`src/sv/pss_pkg.sv`:
```
package pss_pkg;

  localparam int unsigned IdxW  = 6;
  localparam int unsigned WordW = 31;

  // configuration register indexes
  localparam logic REG_POOL_SIZE  = 1'b0;
  localparam logic REG_DRAW_COUNT = 1'b1;

  localparam logic KIND_START = 1'b0;
  localparam logic KIND_WORD  = 1'b1;

  typedef struct packed {
    logic             kind;
    logic [WordW-1:0] random_word;
  } in_item_t;

  typedef struct packed {
    logic            accepted;
    logic [IdxW-1:0] position;
    logic [IdxW-1:0] card;
    logic            last;
    logic            done_res;
  } out_item_t;

endpackage

```
`src/sv/partial_shuffle_sampler.sv`:
```
// Items are handled one at a time: a drawn word passes through S_DIV, S_CHK and the swap
// states to S_FIN, a rejected word through S_DIV and S_CHK to S_FIN, and a start item or
// an ignored word straight to S_FIN. No new input transfer is taken until S_FIN has
// handed the result on. Restoring divider: one quotient bit per cycle, 31 steps; swap:
// S_RDA, S_RDB, S_WRA and S_WRB over the permutation store.
// Reset: pool_size 52, draw_count 0, draw position 0, store reads as identity through
// per-entry valid bits, so no clearing pass is needed.
module partial_shuffle_sampler import pss_pkg::*; #(
  parameter int unsigned DECK_SIZE  = 52,
  parameter int unsigned RANDOM_MAX = 2147483647
) (
  input  logic            clk_i,
  input  logic            rst_ni,
  input  logic            in_valid_i,
  output logic            in_stall_o,
  input  in_item_t        in_data_i,
  output logic            out_valid_o,
  input  logic            out_stall_i,
  output out_item_t       out_data_o,
  input  logic            cfg_valid_i,
  output logic            cfg_ready_o,
  input  logic            cfg_index_i,
  input  logic [IdxW-1:0] cfg_data_i
);

  localparam int unsigned AW      = (DECK_SIZE > 1) ? $clog2(DECK_SIZE) : 1;
  localparam int unsigned TabSize = 1 << IdxW;
  localparam int unsigned CntW    = $clog2(WordW);

  typedef enum logic [2:0] {
    S_IDLE, S_DIV, S_CHK, S_RDA, S_RDB, S_WRA, S_WRB, S_FIN
  } state_e;

  state_e            state_q;
  logic [IdxW-1:0]   pool_q, draw_q;
  logic [IdxW-1:0]   pos_q;
  logic [DECK_SIZE-1:0] vld_q;
  logic [WordW-1:0]  word_q, rem_q, quo_q, div_q;
  logic [CntW-1:0]   cnt_q;
  logic              acc_q;
  logic [IdxW-1:0]   rpos_q, bpos_q, card_q, da_q;
  logic              out_valid_q;
  out_item_t         out_q;

  logic [5:0]        mem [DECK_SIZE];
  logic [5:0]        mem_rd_q;
  logic              rd_vld_q;
  logic [AW-1:0]     rd_idx_q;
  logic [AW-1:0]     rd_addr;
  logic              we;
  logic [AW-1:0]     wa;
  logic [5:0]        wd;
  logic [5:0]        rd_val;

  logic [WordW-1:0]  div_tab [TabSize];
  logic [IdxW:0]     n7, k7, m7;
  logic [IdxW-1:0]   m;
  logic [WordW:0]    trial, diff;
  logic              in_fire, out_free, done;

  // divisor table: RANDOM_MAX/(m+1), with the last slot taking RANDOM_MAX itself
  for (genvar g = 0; g < TabSize; g++) begin : g_div
    localparam int unsigned Dv = (g == 0) ? RANDOM_MAX : RANDOM_MAX / (g + 1);
    assign div_tab[g] = WordW'(Dv);
  end

  always_comb begin
    n7 = ({1'b0, pool_q} < (IdxW+1)'(DECK_SIZE)) ? {1'b0, pool_q} : (IdxW+1)'(DECK_SIZE);
    k7 = ({1'b0, draw_q} < n7) ? {1'b0, draw_q} : n7;
    m7 = n7 - (IdxW+1)'(1) - {1'b0, pos_q};
    m  = m7[IdxW-1:0];
    done = ({1'b0, pos_q} >= k7);
    trial = {rem_q, word_q[WordW-1]};
    diff  = trial - {1'b0, div_q};
    rd_val = rd_vld_q ? mem_rd_q : 6'(rd_idx_q);
    rd_addr = (state_q == S_RDB) ? bpos_q[AW-1:0] : rpos_q[AW-1:0];
    we = 1'b0;
    wa = rpos_q[AW-1:0];
    wd = rd_val;
    case (state_q)
      S_WRA: we = 1'b1;
      S_WRB: begin
        we = 1'b1;
        wa = bpos_q[AW-1:0];
        wd = da_q;
      end
      default: we = 1'b0;
    endcase
  end

  assign in_stall_o  = (state_q != S_IDLE);
  assign in_fire     = in_valid_i && !in_stall_o;
  assign out_free    = !out_valid_q || !out_stall_i;
  assign cfg_ready_o = 1'b1;
  assign out_valid_o = out_valid_q;
  assign out_data_o  = out_q;

  always_ff @(posedge clk_i) begin
    mem_rd_q <= mem[rd_addr];
    rd_vld_q <= vld_q[rd_addr];
    rd_idx_q <= rd_addr;
    if (we) begin
      mem[wa] <= wd;
    end
  end

  always_ff @(posedge clk_i or negedge rst_ni) begin
    if (!rst_ni) begin
      state_q     <= S_IDLE;
      pool_q      <= IdxW'(52);
      draw_q      <= '0;
      pos_q       <= '0;
      vld_q       <= '0;
      acc_q       <= 1'b0;
      cnt_q       <= '0;
      out_valid_q <= 1'b0;
    end else begin
      if (cfg_valid_i) begin
        if (cfg_index_i == REG_POOL_SIZE) begin
          pool_q <= cfg_data_i;
        end else begin
          draw_q <= cfg_data_i;
        end
      end
      if (out_valid_q && !out_stall_i && state_q != S_FIN) begin
        out_valid_q <= 1'b0;
      end
      if (we) begin
        vld_q[wa] <= 1'b1;
      end
      case (state_q)
        S_IDLE: begin
          if (in_fire) begin
            acc_q   <= 1'b0;
            rpos_q  <= pos_q;
            word_q  <= in_data_i.random_word;
            rem_q   <= '0;
            quo_q   <= '0;
            div_q   <= div_tab[m];
            cnt_q   <= CntW'(WordW - 1);
            if (in_data_i.kind == KIND_START) begin
              vld_q   <= '0;
              pos_q   <= '0;
              state_q <= S_FIN;
            end else if (!done) begin
              state_q <= S_DIV;
            end else begin
              state_q <= S_FIN;
            end
          end
        end
        S_DIV: begin
          // one restoring step: shift in the next word bit, subtract if it fits
          word_q <= {word_q[WordW-2:0], 1'b0};
          if (!diff[WordW]) begin
            rem_q <= diff[WordW-1:0];
            quo_q <= {quo_q[WordW-2:0], 1'b1};
          end else begin
            rem_q <= trial[WordW-1:0];
            quo_q <= {quo_q[WordW-2:0], 1'b0};
          end
          cnt_q <= cnt_q - CntW'(1);
          if (cnt_q == '0) begin
            state_q <= S_CHK;
          end
        end
        S_CHK: begin
          bpos_q <= rpos_q + quo_q[IdxW-1:0];
          if (quo_q[WordW-1:IdxW] == '0 && quo_q[IdxW-1:0] <= m) begin
            acc_q   <= 1'b1;
            state_q <= S_RDA;
          end else begin
            state_q <= S_FIN;
          end
        end
        S_RDA: state_q <= S_RDB;
        S_RDB: begin
          da_q    <= rd_val;
          state_q <= S_WRA;
        end
        S_WRA: begin
          card_q  <= rd_val;
          state_q <= S_WRB;
        end
        S_WRB: begin
          pos_q   <= rpos_q + IdxW'(1);
          state_q <= S_FIN;
        end
        S_FIN: begin
          if (out_free) begin
            out_valid_q       <= 1'b1;
            out_q.accepted    <= acc_q;
            out_q.position    <= acc_q ? rpos_q : '0;
            out_q.card        <= acc_q ? card_q : '0;
            out_q.last        <= acc_q && done;
            out_q.done_res    <= done;
            state_q           <= S_IDLE;
          end
        end
        default: state_q <= S_IDLE;
      endcase
    end
  end

  a_start_clears: assert property (@(posedge clk_i) disable iff (!rst_ni)
    in_fire && in_data_i.kind == KIND_START |=> vld_q == '0 && pos_q == '0)
    else $error("start did not clear store and position");

  a_reject_zero: assert property (@(posedge clk_i) disable iff (!rst_ni)
    out_valid_o && !out_data_o.accepted |->
      out_data_o.position == '0 && out_data_o.card == '0 && !out_data_o.last)
    else $error("non-draw result carries nonzero fields");

  a_last_done: assert property (@(posedge clk_i) disable iff (!rst_ni)
    out_valid_o && out_data_o.last |-> out_data_o.done_res && out_data_o.accepted)
    else $error("last without done");

  a_card_range: assert property (@(posedge clk_i) disable iff (!rst_ni)
    out_valid_o && out_data_o.accepted |-> {1'b0, out_data_o.card} < (IdxW+1)'(DECK_SIZE))
    else $error("drawn index outside store");

endmodule

```
`config.mk`:
```
export PLATFORM = sky130hd
export DESIGN_NAME = partial_shuffle_sampler
export DESIGN_NICKNAME = d
export VERILOG_FILES = /design/src/sv/pss_pkg.sv /design/src/sv/partial_shuffle_sampler.sv
export SDC_FILE = /design/constraint.sdc
export NUM_CORES = 1
export LEC_CHECK = 0
export ABC_AREA = 1
export BUFFER_PORTS_ARGS = -buffer_cell sky130_fd_sc_hd__buf_4
export CAP_MARGIN = 20
export CELL_PAD_IN_SITES_DETAIL_PLACEMENT = 1
export CELL_PAD_IN_SITES_GLOBAL_PLACEMENT = 2
export CORE_ASPECT_RATIO = 1.5
export CORE_MARGIN = 3
export CORE_UTILIZATION = 41
export CTS_BUF_LIST = sky130_fd_sc_hd__clkbuf_4 sky130_fd_sc_hd__clkbuf_8
export CTS_CLUSTER_DIAMETER = 50
export DETAILED_ROUTE_END_ITERATION = 16
export GPL_ROUTABILITY_DRIVEN = 0
export PLACE_DENSITY_LB_ADDON = 0.25
export SYNTH_ARGS = -nofsm -noshare
export SYNTH_HDL_FRONTEND = slang
export SYNTH_SLANG_ARGS = --single-unit
```
`constraint.sdc`:
```
create_clock -name clk_i -period 7.32 [get_ports clk_i]
set_clock_uncertainty 0.05 [all_clocks]
set_input_delay 1.464 -clock clk_i [delete_from_list [all_inputs] [get_ports clk_i]]
set_output_delay 1.464 -clock clk_i [all_outputs]
set_load 0.01 [all_outputs]
```
==> results by group <==
Run status
  – Status: completed

GRT
  – Largest net degree at the start of global routing: 115
  – GR Util All Layers: 24.1%
  – Vias in the first global route: 24300
  – Grt total ovfl: 0
  – Initial antenna violation count: 1
  – First-pass GRT wire length: 138 mm

Yosys
  – #FFs+latches synth: 568
  – Synth top area cells: edfxtp_1 50%, nand2_1 12%, dfrtp_1 6.7%
  – Yosys warns: 0
  – Avg Cell Area, Syn: 8.83 sq um
  – Post-synth EDFFs: 475
  – Synth Flop Type: edfxtp_1
  – Post-Syn Area: 28800 sq um
  – Post-synthesis sequential area ratio: 57.4%
  – Post-Syn Instances: 3258
  – Net Count, Synth: 3378
  – Distinct cells, synth: 47
  – Post-synth ARST share: 14.1%
  – Area share of the largest cell type after synthesis: 49.6%
  – Leading area contributor after synthesis: edfxtp_1

Clock network
  – Post-CTS Setup Inserts: 0
  – Clock Sinks: 568
  – CTS Root Cell: clkbuf_8
  – H-tree depth: 3
  – CTS Buf Count: 92
  – Clk_lat worst skew: 0.70 ns
  – Max clock buf depth: 3
  – TritonCTS clock tree: done
  – # hold bufs at CTS: 0
  – Clock-pin slew on the worst setup and hold paths: 0.07 ns
  – Post-CTS Resized: 0

Timing
  – Sum of negative setup slack: 0 ns
  – Final worst path period share: 58.6%
  – Fin. Hold Viols: 0
  – Final setup fails: 0
  – Fin crit period: 4.29 ns
  – Fmax: 233 MHz
  – Slew @ Worst Pin: 1.08 ns
  – Relative slew slack: 27.8%
  – RSZ-0062 raised after global routing: no
  – Slew Viols, Final: 0

Floorplanning
  – Io pins: 62
  – Placement row count: 118
  – Die ar.: 73500 sq um
  – Initial Utilization: 41.6%
  – Die Ht: 330 um
  – Width of the die: 222 um
  – Core Footprint: 69200 sq um

Worst setup path
  – Critical Path Max Stage Delay: 0.62 ns
  – Slowest CP cell: fa_1
  – Worst flop-to-flop path endpoint: div_q[23]
  – Worst r2r path cells: 19
  – Cells along the critical path: nand2_1 -> o21bai_1 -> nand2_1 -> inv_1 -> ha_1 -> inv_1 -> fa_1 -> inv_1 -> ha_1 -> inv_1 -> nor2_1 -> inv_1 -> nor2_1 -> inv_1 -> nand2_1 -> inv_1 -> o21ai_0 -> a21oi_1 -> a21oi_1
  – R2r startpoint: pool_q[5]
  – Setup CP Type: register to register
  – Crit Path Max Fanout: 13
  – Crit. End Element: register
  – Crit-path most repeated cell: inv_1
  – Required time of the worst setup path: 7.80 ns
  – CP arrival: 4.77 ns
  – Register-to-register setup slack: 3.03 ns
  – Kind of cell adding the most delay to the critical path: adder cells
  – Crit start category: register
  – WP buf/inv: 7

Pwr
  – Pint: 8.13 mW
  – Sw frac: 45.4%
  – Pleak: 14.0 nW
  – Power Dens Cells: 463 nW/um^2
  – Worst VDD drop: 0.289 mV
  – Seq pwr share: 32.8%
  – Combinational Power Share: 47.1%
  – Sw power: 6.76 mW
  – Clock power frac: 20.1%

Hold path
  – Hold Path End: rpos_q[0]
  – Min-delay worst type: register to register
  – Worst hold start: pos_q[0]
  – Hold Path Stages: 0

Detailed routing
  – Antenna Nets Post-Route: 0
  – Total routed wirelength: 89.0 mm
  – First-pass DRT Iterations: 5
  – Post-route DRC: 0
  – Via density: 5.27
  – Routed via count: 22600
  – DRT iter0 DRCs: 1237
  – WL per Instance: 20.7 um

Placed design
  – Buffers on Ports: 60
  – Hpwl dp: 60.8 mm

Cells and area
  – Nets: 3433
  – Layout cells sized above 1: 8.58%
  – Layout overhead on the synthesized area: 11.7%
  – # fillers: 8143
  – Fin util: 46.4%

Flow run
  – Max Cap Viol: 0
[state kept, by name (all words and copies together) (netlist names), 15 cells and up]
register and count:
mem 312, vld_q 52, div_q 31, quo_q 31
rem_q 31, word_q 31, out_data_o 15
[area by class of cell]
cell class	instances	area, sq um	area share, %
sequential	568	16500	51.4
multi-input combinational	2134	10100	31.5
clock buffer	132	1640	5.11
inverter	427	1600	4.98
tap	900	1130	3.50
timing repair buffer	90	766	2.38
clock inverter	40	352	1.09
antenna	1	2.50	0.00778
[per-stage QoR]
stage | std cells | setup slack [ns] | hold WS, ns | total power, mW | cell area [sq um]
2_1_floorplan | 3258 | 0.755 | 0.375 | 9.35 | 28800
3_3_place_gp | 4114 | 3.16 | 0.386 | 11.7 | 30000
3_5_place_dp | 4116 | 3.06 | 0.384 | 11.9 | 30100
4_1_cts | 4288 | 3.09 | 0.398 | 15.0 | 32100
5_1_grt | 4292 | 2.69 | 0.416 | 15.9 | 32200
6_report | 4292 | 3.03 | 0.394 | 14.9 | 32200
[worst register-to-register path, cell delays in order (launching register included)]
cell and delay [ns]:
dfstp_2 0.56, nand2_1 0.07, o21bai_1 0.20, nand2_1 0.10
inv_1 0.06, ha_1 0.20, inv_1 0.08, fa_1 0.62
inv_1 0.36, ha_1 0.30, inv_1 0.10, nor2_1 0.44
inv_1 0.19, nor2_1 0.23, inv_1 0.07, nand2_1 0.11
inv_1 0.07, o21ai_0 0.07, a21oi_1 0.09, a21oi_1 0.15
[power by group through the flow]
stage,Combinational (mW),Sequential [mW],Clock (mW)
3_3_place_gp,6.81,4.93,0
4_1_cts,7.00,4.89,3.07
5_1_grt,7.77,4.93,3.20
6_report,7.02,4.89,2.99
3_5_place_dp,6.97,4.95,0
2_1_floorplan,4.49,4.86,0
[synth_stat cells, types with 7 or more instances]
cell type / count
nand2_1: 950
edfxtp_1: 475
inv_1: 417
nor2_1: 409
nand3_1: 255
o21ai_0: 153
a21oi_1: 100
dfrtp_1: 77
ha_1: 73
buf_2: 60
clkbuf_1: 59
o211ai_1: 50
nand4_1: 22
xor2_1: 19
dfxtp_1: 13
mux2_2: 12
o21ai_1: 9
inv_2: 8
o2111ai_1: 8
o31ai_1: 8
nor3_1: 7
nor4_1: 7
[kinds of logic (layout without fill, tap and decap cells)]
group | after synthesis | in the layout | synth area share (%)
AO/OA/AOI/OAI | 357 | 357 | 7.11
XOR/XNOR | 25 | 25 | 0.761
adder cells (fa/ha/maj) | 76 | 76 | 3.38
buffers and inverters | 556 | 689 | 7.58
flip-flops | 568 | 568 | 57.4
multiplexers | 12 | 12 | 0.470
other | 1 | 2 | 0.0130
AND/OR/NAND/NOR | 1663 | 1663 | 23.2
[per-layer routing]
metal / GRT usage [%] / part of all wire [%]
met5: 0 / 0
met4: 12.1 / 5.0
met3: 2.83 / 3.1
met2: 45.6 / 54
met1: 26.6 / 38
[worst max-delay path by stage]
stage / from / endpoint / cells past startpoint
finish: pool_q[5] / div_q[23] / 19
global route: pool_q[5] / div_q[23] / 19
CTS: pool_q[5] / div_q[23] / 19
detailed placement: out_stall_i / rem_q[30] / 12
global placement: out_stall_i / rem_q[30] / 12
floorplan: out_stall_i / quo_q[0] / 9
[cells in the final DEF, fill, tap and decap left out, drive strengths merged, types with 19 or more instances in the layout]
cell type	count
a21oi	100
buf	90
clkbuf	132
clkinv	32
dfrtp	77
edfxtp	475
ha	73
inv	428
nand2	952
nand3	255
nand4	22
nor2	414
o211ai	50
o21ai	165
xor2	19
Note: power is estimated with default switching activity, not from simulation.
